## config.mk

```make
export PLATFORM = sky130hd
export DESIGN_NAME = websocket_frame_deframer_core_flat
export DESIGN_NICKNAME = d
export VERILOG_FILES = /design/src/sv/wsd_pkg.sv /design/src/sv/wsd_in_if.sv /design/src/sv/wsd_out_if.sv /design/src/sv/websocket_frame_deframer_core.sv /design/src/flat_wrapper.sv
export VERILOG_INCLUDE_DIRS = /design/src /design/src/sv
export SDC_FILE = /design/constraint.sdc
export NUM_CORES = 1
export LEC_CHECK = 0
export ABC_AREA = 1
export BUFFER_PORTS_ARGS = -buffer_cell sky130_fd_sc_hd__buf_2
export CORE_ASPECT_RATIO = 0.7
export CORE_MARGIN = 4
export CORE_UTILIZATION = 45
export CTS_CLUSTER_SIZE = 24
export DETAILED_ROUTE_END_ITERATION = 7
export GPL_ROUTABILITY_DRIVEN = 0
export HOLD_SLACK_MARGIN = 0.08
export SYNTH_ARGS = -nofsm -noshare
export SYNTH_HDL_FRONTEND = slang
export SYNTH_SLANG_ARGS = --single-unit
export TNS_END_PERCENT = 100
```

## constraint.sdc

```tcl
create_clock -name clk -period 6.5 [get_ports clk]
set_input_delay 0 -clock clk [delete_from_list [all_inputs] [get_ports clk]]
set_output_delay 0 -clock clk [all_outputs]
set_load 0.005 [all_outputs]
```

## src/sv/websocket_frame_deframer_core_defines.svh

```systemverilog
// ---------------------------------------------------------------------------
// websocket frame deframer assertion macros
// ---------------------------------------------------------------------------
`ifndef WEBSOCKET_FRAME_DEFRAMER_CORE_DEFINES_SVH
`define WEBSOCKET_FRAME_DEFRAMER_CORE_DEFINES_SVH

// same-cycle implication, sampled on clk, off during reset
`define WSD_ASSERT_IMPL(lbl, ante, cons, msg) \
	lbl: assert property (@(posedge clk) disable iff (!arst_n) (ante) |-> (cons)) \
		else $error(msg);

// next-cycle implication, sampled on clk, off during reset
`define WSD_ASSERT_NEXT(lbl, ante, cons, msg) \
	lbl: assert property (@(posedge clk) disable iff (!arst_n) (ante) |=> (cons)) \
		else $error(msg);

`endif

```

## src/sv/wsd_pkg.sv

```systemverilog
`timescale 1ns / 1ps
// ---------------------------------------------------------------------------
// wsd_pkg
// types and codes shared by the websocket frame deframer
// ---------------------------------------------------------------------------
package wsd_pkg;

	typedef enum logic [2:0] {
		PH_FIRST,
		PH_SECOND,
		PH_EXTLEN,
		PH_MASK,
		PH_PAYLOAD,
		PH_ERROR
	} phase_t;

	typedef enum logic [1:0] {
		FORM_SHORT,
		FORM_16,
		FORM_64
	} len_form_t;

	typedef enum logic [1:0] {
		KIND_HEADER  = 2'd0,
		KIND_PAYLOAD = 2'd1,
		KIND_ERROR   = 2'd2
	} kind_t;

	typedef enum logic [1:0] {
		ERR_TOP_BIT     = 2'd0,
		ERR_NON_MINIMAL = 2'd1,
		ERR_RESERVED    = 2'd2,
		ERR_LONG_CTRL   = 2'd3
	} err_code_t;

	localparam logic [6:0]  LEN_CODE_16    = 7'd126;
	localparam logic [6:0]  LEN_CODE_64    = 7'd127;
	localparam logic [63:0] MAX_CTRL_LEN   = 64'd125;
	localparam logic [63:0] MIN_LEN_16     = 64'd126;
	localparam logic [3:0]  EXT16_BYTES    = 4'd2;
	localparam logic [3:0]  EXT64_BYTES    = 4'd8;
	localparam logic [2:0]  MASK_KEY_BYTES = 3'd4;

	typedef struct packed {
		kind_t       kind;
		logic [3:0]  frame_opcode;
		logic        final_fragment;
		logic        masked;
		logic [62:0] frame_payload_length;
		logic [7:0]  payload_byte;
		logic        last;
		err_code_t   error_code;
	} result_t;

endpackage

```

## src/sv/wsd_in_if.sv

```systemverilog
`timescale 1ns / 1ps
// ---------------------------------------------------------------------------
// wsd_in_if
// stream byte channel into the deframer
// ---------------------------------------------------------------------------
interface wsd_in_if;
	logic       valid;
	logic       ready;
	logic [7:0] stream_byte;
	logic       resync;

	modport source (output valid, output stream_byte, output resync, input ready);
	modport sink (input valid, input stream_byte, input resync, output ready);
endinterface

```

## src/sv/wsd_out_if.sv

```systemverilog
`timescale 1ns / 1ps
// ---------------------------------------------------------------------------
// wsd_out_if
// result channel out of the deframer
// ---------------------------------------------------------------------------
interface wsd_out_if;
	import wsd_pkg::*;

	logic        valid;
	logic        ready;
	kind_t       kind;
	logic [3:0]  frame_opcode;
	logic        final_fragment;
	logic        masked;
	logic [62:0] frame_payload_length;
	logic [7:0]  payload_byte;
	logic        last;
	err_code_t   error_code;

	modport source (output valid, output kind, output frame_opcode, output final_fragment,
		output masked, output frame_payload_length, output payload_byte, output last,
		output error_code, input ready);
	modport sink (input valid, input kind, input frame_opcode, input final_fragment,
		input masked, input frame_payload_length, input payload_byte, input last,
		input error_code, output ready);
endinterface

```

## src/sv/websocket_frame_deframer_core.sv

```systemverilog
`timescale 1ns / 1ps
// ---------------------------------------------------------------------------
// websocket_frame_deframer_core
// parses a websocket byte stream into header, payload and error results
// ---------------------------------------------------------------------------
// stream: one raw byte per beat, with resync to restart at a frame's first byte
// result: header beat when the header is complete, one beat per payload byte
//   (unmasked with the key byte in rotation), or one error beat that sticks
//   until the next resync; last marks the final beat of a frame
// results are registered, in the result register or, while one waits, the skid register
// throughput: one byte per cycle while stream.ready is high; every byte is
//   decoded in the cycle it is taken, the parser state updates at that edge
// header bytes other than the final one give no result beat
// a result register and a one-entry skid register sit on the result side, so
//   stream keeps taking bytes while one result waits; stream.ready drops only
//   when both hold a result
// reset: parser waits for a first header byte, no error, result side empty
// ---------------------------------------------------------------------------
`include "websocket_frame_deframer_core_defines.svh"

module websocket_frame_deframer_core (
	input logic      clk,
	input logic      arst_n,
	wsd_in_if.sink   stream,
	wsd_out_if.source result
);
	import wsd_pkg::*;

	phase_t      phase_q;
	len_form_t   form_q;
	logic [3:0]  len_left_q;
	logic [63:0] len_acc_q;
	logic [8:0]  hdr_q;
	logic [31:0] key_q;
	logic [2:0]  mask_left_q;
	logic [62:0] remain_q;
	logic [1:0]  idx_q;

	phase_t      n_phase;
	len_form_t   n_form;
	logic [3:0]  n_len_left;
	logic [63:0] n_len_acc;
	logic [8:0]  n_hdr;
	logic [31:0] n_key;
	logic [2:0]  n_mask_left;
	logic [62:0] n_remain;
	logic [1:0]  n_idx;

	result_t     res;
	logic        res_vld;
	logic        do_finish;
	logic        do_header;
	logic        err_found;
	err_code_t   err_code;
	logic [7:0]  key_byte;
	phase_t      cur_phase;

	result_t     out_q;
	logic        out_valid_q;
	result_t     skid_q;
	logic        skid_valid_q;

	logic        acc;
	logic        take;
	logic [7:0]  b;

	assign b            = stream.stream_byte;
	assign stream.ready = !skid_valid_q;
	assign acc          = stream.valid && stream.ready;
	assign take         = result.valid && result.ready;

	always_comb begin
		case (idx_q)
			2'd0:    key_byte = key_q[31:24];
			2'd1:    key_byte = key_q[23:16];
			2'd2:    key_byte = key_q[15:8];
			default: key_byte = key_q[7:0];
		endcase
	end

	always_comb begin
		n_phase     = phase_q;
		n_form      = form_q;
		n_len_left  = len_left_q;
		n_len_acc   = len_acc_q;
		n_hdr       = hdr_q;
		n_key       = key_q;
		n_mask_left = mask_left_q;
		n_remain    = remain_q;
		n_idx       = idx_q;
		do_finish   = 1'b0;
		do_header   = 1'b0;
		res_vld     = 1'b0;
		err_found   = 1'b0;
		err_code    = ERR_TOP_BIT;
		cur_phase   = stream.resync ? PH_FIRST : phase_q;
		res         = '{kind: KIND_HEADER, frame_opcode: 4'd0, final_fragment: 1'b0,
			masked: 1'b0, frame_payload_length: 63'd0, payload_byte: 8'd0, last: 1'b0,
			error_code: ERR_TOP_BIT};

		if (acc) begin
			case (cur_phase)
				PH_FIRST: begin
					n_hdr       = {b, 1'b0};
					n_key       = 32'd0;
					n_idx       = 2'd0;
					n_len_acc   = 64'd0;
					n_len_left  = 4'd0;
					n_mask_left = 3'd0;
					n_remain    = 63'd0;
					n_form      = FORM_SHORT;
					n_phase     = PH_SECOND;
				end
				PH_SECOND: begin
					n_hdr = {hdr_q[8:1], b[7]};
					if (b[6:0] == LEN_CODE_16) begin
						n_form     = FORM_16;
						n_len_left = EXT16_BYTES;
						n_phase    = PH_EXTLEN;
					end else if (b[6:0] == LEN_CODE_64) begin
						n_form     = FORM_64;
						n_len_left = EXT64_BYTES;
						n_phase    = PH_EXTLEN;
					end else begin
						n_form    = FORM_SHORT;
						n_len_acc = {57'd0, b[6:0]};
						do_finish = 1'b1;
					end
				end
				PH_EXTLEN: begin
					n_len_acc  = {len_acc_q[55:0], b};
					n_len_left = len_left_q - 4'd1;
					do_finish  = (len_left_q == 4'd1);
				end
				PH_MASK: begin
					n_key       = {key_q[23:0], b};
					n_mask_left = mask_left_q - 3'd1;
					do_header   = (mask_left_q == 3'd1);
				end
				PH_PAYLOAD: begin
					n_idx    = idx_q + 2'd1;
					n_remain = remain_q - 63'd1;
					if (remain_q == 63'd1) begin
						n_phase = PH_FIRST;
					end
					res_vld              = 1'b1;
					res.kind             = KIND_PAYLOAD;
					res.payload_byte     = b ^ key_byte;
					res.last             = (remain_q == 63'd1);
				end
				PH_ERROR: begin
					n_phase = PH_ERROR;
				end
				default: begin
					n_phase = PH_FIRST;
				end
			endcase

			if (do_finish) begin
				if (n_form == FORM_64 && n_len_acc[63]) begin
					err_found = 1'b1;
					err_code  = ERR_TOP_BIT;
				end else if ((n_form == FORM_64 && n_len_acc[63:16] == 48'd0) ||
						(n_form == FORM_16 && n_len_acc < MIN_LEN_16)) begin
					err_found = 1'b1;
					err_code  = ERR_NON_MINIMAL;
				end else if (n_hdr[7:5] != 3'd0) begin
					err_found = 1'b1;
					err_code  = ERR_RESERVED;
				end else if (n_hdr[4] && n_len_acc > MAX_CTRL_LEN) begin
					err_found = 1'b1;
					err_code  = ERR_LONG_CTRL;
				end
				if (err_found) begin
					res_vld        = 1'b1;
					res.kind       = KIND_ERROR;
					res.last       = 1'b1;
					res.error_code = err_code;
					n_phase        = PH_ERROR;
				end else begin
					n_remain = n_len_acc[62:0];
					if (n_hdr[0]) begin
						n_mask_left = MASK_KEY_BYTES;
						n_phase     = PH_MASK;
					end else begin
						do_header = 1'b1;
					end
				end
			end

			if (do_header) begin
				res_vld  = 1'b1;
				res.kind = KIND_HEADER;
				res.last = (n_remain == 63'd0);
				n_phase  = (n_remain == 63'd0) ? PH_FIRST : PH_PAYLOAD;
			end

			res.frame_opcode         = n_hdr[4:1];
			res.final_fragment       = n_hdr[8];
			res.masked               = n_hdr[0];
			res.frame_payload_length = n_len_acc[62:0];
		end
	end

	always_ff @(posedge clk or negedge arst_n) begin
		if (!arst_n) begin
			phase_q     <= PH_FIRST;
			form_q      <= FORM_SHORT;
			len_left_q  <= 4'd0;
			len_acc_q   <= 64'd0;
			hdr_q       <= 9'd0;
			key_q       <= 32'd0;
			mask_left_q <= 3'd0;
			remain_q    <= 63'd0;
			idx_q       <= 2'd0;
		end else if (acc) begin
			phase_q     <= n_phase;
			form_q      <= n_form;
			len_left_q  <= n_len_left;
			len_acc_q   <= n_len_acc;
			hdr_q       <= n_hdr;
			key_q       <= n_key;
			mask_left_q <= n_mask_left;
			remain_q    <= n_remain;
			idx_q       <= n_idx;
		end
	end

	// result register plus skid
	always_ff @(posedge clk or negedge arst_n) begin
		if (!arst_n) begin
			out_valid_q  <= 1'b0;
			skid_valid_q <= 1'b0;
		end else begin
			if (acc && res_vld) begin
				out_valid_q <= 1'b1;
			end else if (take && !skid_valid_q) begin
				out_valid_q <= 1'b0;
			end
			if (take && skid_valid_q) begin
				skid_valid_q <= 1'b0;
			end else if (acc && res_vld && out_valid_q && !take) begin
				skid_valid_q <= 1'b1;
			end
		end
	end

	always_ff @(posedge clk) begin
		if (take && skid_valid_q) begin
			out_q <= skid_q;
		end
		if (acc && res_vld) begin
			if (out_valid_q && !take) begin
				skid_q <= res;
			end else begin
				out_q <= res;
			end
		end
	end

	assign result.valid                = out_valid_q;
	assign result.kind                 = out_q.kind;
	assign result.frame_opcode         = out_q.frame_opcode;
	assign result.final_fragment       = out_q.final_fragment;
	assign result.masked               = out_q.masked;
	assign result.frame_payload_length = out_q.frame_payload_length;
	assign result.payload_byte         = out_q.payload_byte;
	assign result.last                 = out_q.last;
	assign result.error_code           = out_q.error_code;

	`WSD_ASSERT_IMPL(a_skid_behind_out, skid_valid_q, out_valid_q, "skid holds a beat ahead of the result register")
	`WSD_ASSERT_IMPL(a_error_is_last, out_valid_q && out_q.kind == KIND_ERROR, out_q.last, "error beat without last")
	`WSD_ASSERT_IMPL(a_payload_nonzero, phase_q == PH_PAYLOAD, remain_q != 63'd0, "payload phase with nothing left")
	`WSD_ASSERT_NEXT(a_resync_restarts, acc && stream.resync, phase_q == PH_SECOND, "resync byte not taken as first header byte")

endmodule
```

## src/flat_wrapper.sv

```systemverilog
// flat-port wrapper written by rule: the top's interface ports become plain ports
module websocket_frame_deframer_core_flat import wsd_pkg::*;
  (clk, arst_n, stream_valid, stream_stream_byte, stream_resync, stream_ready, result_valid, result_kind, result_frame_opcode, result_final_fragment, result_masked, result_frame_payload_length, result_payload_byte, result_last, result_error_code, result_ready);
  wsd_in_if stream_i ();
  wsd_out_if result_i ();
  input logic clk;
  input logic arst_n;
  input wire logic [$bits(stream_i.valid)-1:0] stream_valid;
  input wire logic [$bits(stream_i.stream_byte)-1:0] stream_stream_byte;
  input wire logic [$bits(stream_i.resync)-1:0] stream_resync;
  output wire logic [$bits(stream_i.ready)-1:0] stream_ready;
  output wire logic [$bits(result_i.valid)-1:0] result_valid;
  output wire logic [$bits(result_i.kind)-1:0] result_kind;
  output wire logic [$bits(result_i.frame_opcode)-1:0] result_frame_opcode;
  output wire logic [$bits(result_i.final_fragment)-1:0] result_final_fragment;
  output wire logic [$bits(result_i.masked)-1:0] result_masked;
  output wire logic [$bits(result_i.frame_payload_length)-1:0] result_frame_payload_length;
  output wire logic [$bits(result_i.payload_byte)-1:0] result_payload_byte;
  output wire logic [$bits(result_i.last)-1:0] result_last;
  output wire logic [$bits(result_i.error_code)-1:0] result_error_code;
  input wire logic [$bits(result_i.ready)-1:0] result_ready;
  assign stream_i.valid = stream_valid;
  assign stream_i.stream_byte = stream_stream_byte;
  assign stream_i.resync = stream_resync;
  assign stream_ready = stream_i.ready;
  assign result_valid = result_i.valid;
  assign result_kind = result_i.kind;
  assign result_frame_opcode = result_i.frame_opcode;
  assign result_final_fragment = result_i.final_fragment;
  assign result_masked = result_i.masked;
  assign result_frame_payload_length = result_i.frame_payload_length;
  assign result_payload_byte = result_i.payload_byte;
  assign result_last = result_i.last;
  assign result_error_code = result_i.error_code;
  assign result_i.ready = result_ready;
  websocket_frame_deframer_core u_core (.clk(clk), .arst_n(arst_n), .stream(stream_i), .result(result_i));
endmodule
```

==> flow_metrics.py <==
metrics = {
    "yosys": {
        "synthCells": 2699,
        "synth_mux_area_frac": 0.000517,
        "synthAdderAreaFrac": 0.00646,
        "synth_area_per_cell_um2": 7.17,
        "ys_seq_elements": 348,
        "yosysUniqueCellTypes": 53,
        "synthSimpleGateAreaFrac": 0.316,
        "synth_top_family_by_area": "simple AND/OR/NAND/NOR gates",
        "yosysWarnings": 0,
        "synth_ff_type": "dfrtp_1",
        "ys_seq_area_frac": 0.450,
        "yosysTopAreaCell": "dfrtp_1",
        "synth_top_area_share": 0.238,
        "synth_fp_nets": 2722,
        "synth_edf_count": 82,
        "synth_compound_area_frac": 0.116,
        "async_flop_share": 0.529,
        "synth_area_leaders": "dfrtp_1, nand2_1, edfxtp_1",
        "synth_area_um2": 19400,
        "synth-xor-area-share": 0.00995,
    },
    "floorplanning": {
        "start_util": 0.456,
        "dieHeight_um": 182,
        "die_area_um2": 46500,
        "row_count": 63,
        "io_pins": 97,
        "die_w_um": 256,
        "coreArea_um2": 42400,
    },
    "placed_design": {
        "place_hpwl_mm": 42.1,
        "io_buffers": 96,
    },
    "sta": {
        "fmax_ghz": 0.193,
        "fin_crit_sh": 0.798,
        "tightest_slew_ns": 1.27,
        "fin_hold_ws_ns": 0.0891,
        "finalHoldViolCount": 0,
        "setup_viol": 0,
        "finalSetupTns_ns": 0,
        "finClkSkew_ns": 0.0262,
        "finalMaxSlewViolations": 0,
        "slew_headroom": 0.151,
        "rsz0062_at_grt": "false",
        "min_period_ns": 5.19,
    },
    "run_status": {
        "status": "finished clean",
    },
    "final_layout": {
        "nFillCells": 4173,
        "num_antenna_cells": 0,
        "final_layout_size_suffix_gt1_frac": 0.0863,
        "fin_nets": 2752,
        "utilization": 0.504,
        "synthToLayoutAreaGrowth_pct": 10.4,
    },
    "power_and_ir_drop": {
        "vdd_drop_max_mv": 0.192,
        "power_density_nw_per_um2": 389,
        "leakagePower_uw": 0.0103,
    },
    "worst_setup_path": {
        "arrival_ns": 5.66,
        "cp_max_fo": 58,
        "worstPathRequired_ns": 6.97,
        "cp-start-kind": "register",
        "path_class": "reg -> reg",
        "critPathCaptureType": "register",
    },
    "global_route": {
        "grt.overflow.total": 0,
        "antenna_found_initial": 1,
        "grt_max_degree": 88,
        "grt_usage": 0.252,
        "grt_pass1_wl_mm": 94.8,
        "grt_pass1_vias": 16600,
    },
    "clocking": {
        "cts_buffers": 38,
        "clk_latency_ns": 0.56,
        "cts_buffer_depth": 3,
        "clockRootBuffer": "clkbuf_16",
        "cts_resized": 0,
        "htree_levels": 2,
        "cts.sinks": 348,
        "post_cts_buffers": 0,
        "clk_pin_slew_worst_paths_ns": 0.07,
        "postCtsHoldBufs": 13,
        "cts_tree": "done",
    },
    "drt": {
        "via_count": 18300,
        "viasPerCell": 5.53,
        "dr.pass1.iters": 6,
        "post_drt_wl_per_cell_um": 18.1,
        "drtIter0Drc": 2502,
        "ant_nets": 0,
        "route.detailed.drc": 0,
        "wirelength_mm": 60.1,
    },
    "run": {
        "maxCapViolCount": 0,
    },
    "hold_path": {
        "hp-class": "in -> async",
    },
}
[area by class of cell]
cell class	count	area, um^2	area share
Sequential cell	348	8710	0.407
Clock inverter	21	206	0.00966
Inverter	294	1110	0.0520
Timing Repair Buffer	133	842	0.0394
Multi-Input combinational cell	1914	8740	0.409
Clock buffer	49	1070	0.0502
Tap cell	552	691	0.0323
[per-layer routing]
layer / share of wire / track usage / wire length [um]
met5: 0 / 0 / 0
met4: 0.015 / 0.0432 / 896
met3: 0.095 / 0.0503 / 5680
met2: 0.40 / 0.353 / 24000
met1: 0.49 / 0.403 / 29400
[Yosys cell counts, types with 15 or more instances]
master and n:
xor2_1 15, clkbuf_1 61, edfxtp_1 82, nor3_1 27, nor2_1 382, dfrtp_1 184
nand2_1 803, dfxtp_1 82, o21ai_0 147, a31oi_1 113, nand3_1 222, buf_2 28
buf_4 17, o22ai_1 31, inv_1 282, a21oi_1 57
[worst max-delay path, stage by stage, from the launching register on]
cell and delay [ns]:
dfrtp_1 0.38, nand2_1 0.12, inv_2 0.05, nand2_1 0.08
nand2_2 0.70, inv_2 0.35, nand3_2 0.26, nand2_1 0.13
nand2_1 0.10, nor2_1 0.10, nand2_1 0.05, nor2_1 0.14
nand2_1 0.08, nor2_2 0.07, nand2_1 0.10, nand2_1 0.10
nand2_2 0.09, nor2_8 0.50, nor2_2 0.11, clkinv_2 0.12
nand2_4 0.06, o21ai_4 0.27, nor2_4 0.09, inv_4 0.39
buf_4 0.40, nor2_1 0.08, a31oi_1 0.15
[layout by cell type (no fill, tap or decap), types with 8 or more instances in the layout]
cell           count
a31oi_1          113
dfxtp_1           82
inv_2              9
inv_1            281
buf_4             22
o21ai_1           10
a32oi_1            8
xor2_1            15
dlygate4sd3_1     12
ha_1              10
o22ai_1           31
clkbuf_16         39
clkinv_2           9
nand3_1          221
nand2_2            9
buf_2             95
a21oi_1           57
dfrtp_1          184
nor2_1           378
nand2_1          801
nand4_1           12
edfxtp_1          82
or2_2              9
o21ai_0          147
nor3_1            27
[metrics by stage]
stage,cells,worst slack [ns],total power [uW],instance area [um^2]
floorplan,2699,0.317,5190,19400
global placement,3228,1.53,6020,19900
detailed placement,3228,1.39,6070,19900
CTS,3311,1.37,8330,21400
global route,3311,0.776,8900,21400
finish,3311,1.31,8320,21400
[final timing paths]
check / endpoint / startpoint / cells after the start / slack, ns
worst max-delay path: u_core.result.payload_byte[5]$_DFF_P_ / u_core.phase_q[1]$_DFFE_PN0P_ / 26 / 1.31
worst min-delay path: u_core.remain_q[56]$_DFFE_PN0P_ / arst_n / 3 / 0.09
worst max register to register: u_core.result.payload_byte[5]$_DFF_P_ / u_core.phase_q[1]$_DFFE_PN0P_ / 26 / 1.31
worst min register to register: u_core.result.frame_opcode[0]$_DFF_P_ / u_core.result.frame_opcode[0]$_DFF_P_ / 2 / 0.47
max in group asynchronous: u_core.len_acc_q[32]$_DFFE_PN0P_ / arst_n / 3 / 5.55
min in group clk: u_core.skid_q[8]$_DFFE_PP_ / stream_stream_byte[5] / 3 / 0.37
[power breakdown]
group	switching, uW	total, uW	internal, uW
clock	947	2240	1300
sequential	373	3120	2750
combinational	1950	2960	1010
[flip-flops by register name, summed over array words and instances (netlist names), 2 cells and up]
register                            cells
u_core.remain_q                        63
u_core.len_left_q                       4
u_core.hdr_q                            9
u_core.result.frame_opcode              4
u_core.key_q                           32
u_core.form_q                           2
u_core.skid_q                          82
u_core.idx_q                            2
u_core.result.payload_byte              8
u_core.result.kind                      2
u_core.result.frame_payload_length     63
u_core.len_acc_q                       64
u_core.mask_left_q                      3
u_core.result.error_code                2
u_core.phase_q                          3
[logic make-up after synthesis]
kind of cell               Yosys count
AOI/OAI and AO/OA                  390
xor gates and xnor gates            22
adders and majority gates           10
muxes                                1
and+or+nand+nor                   1491
buffers and inverters              437
DFF                                348
(Power assumes the default switching activity.)
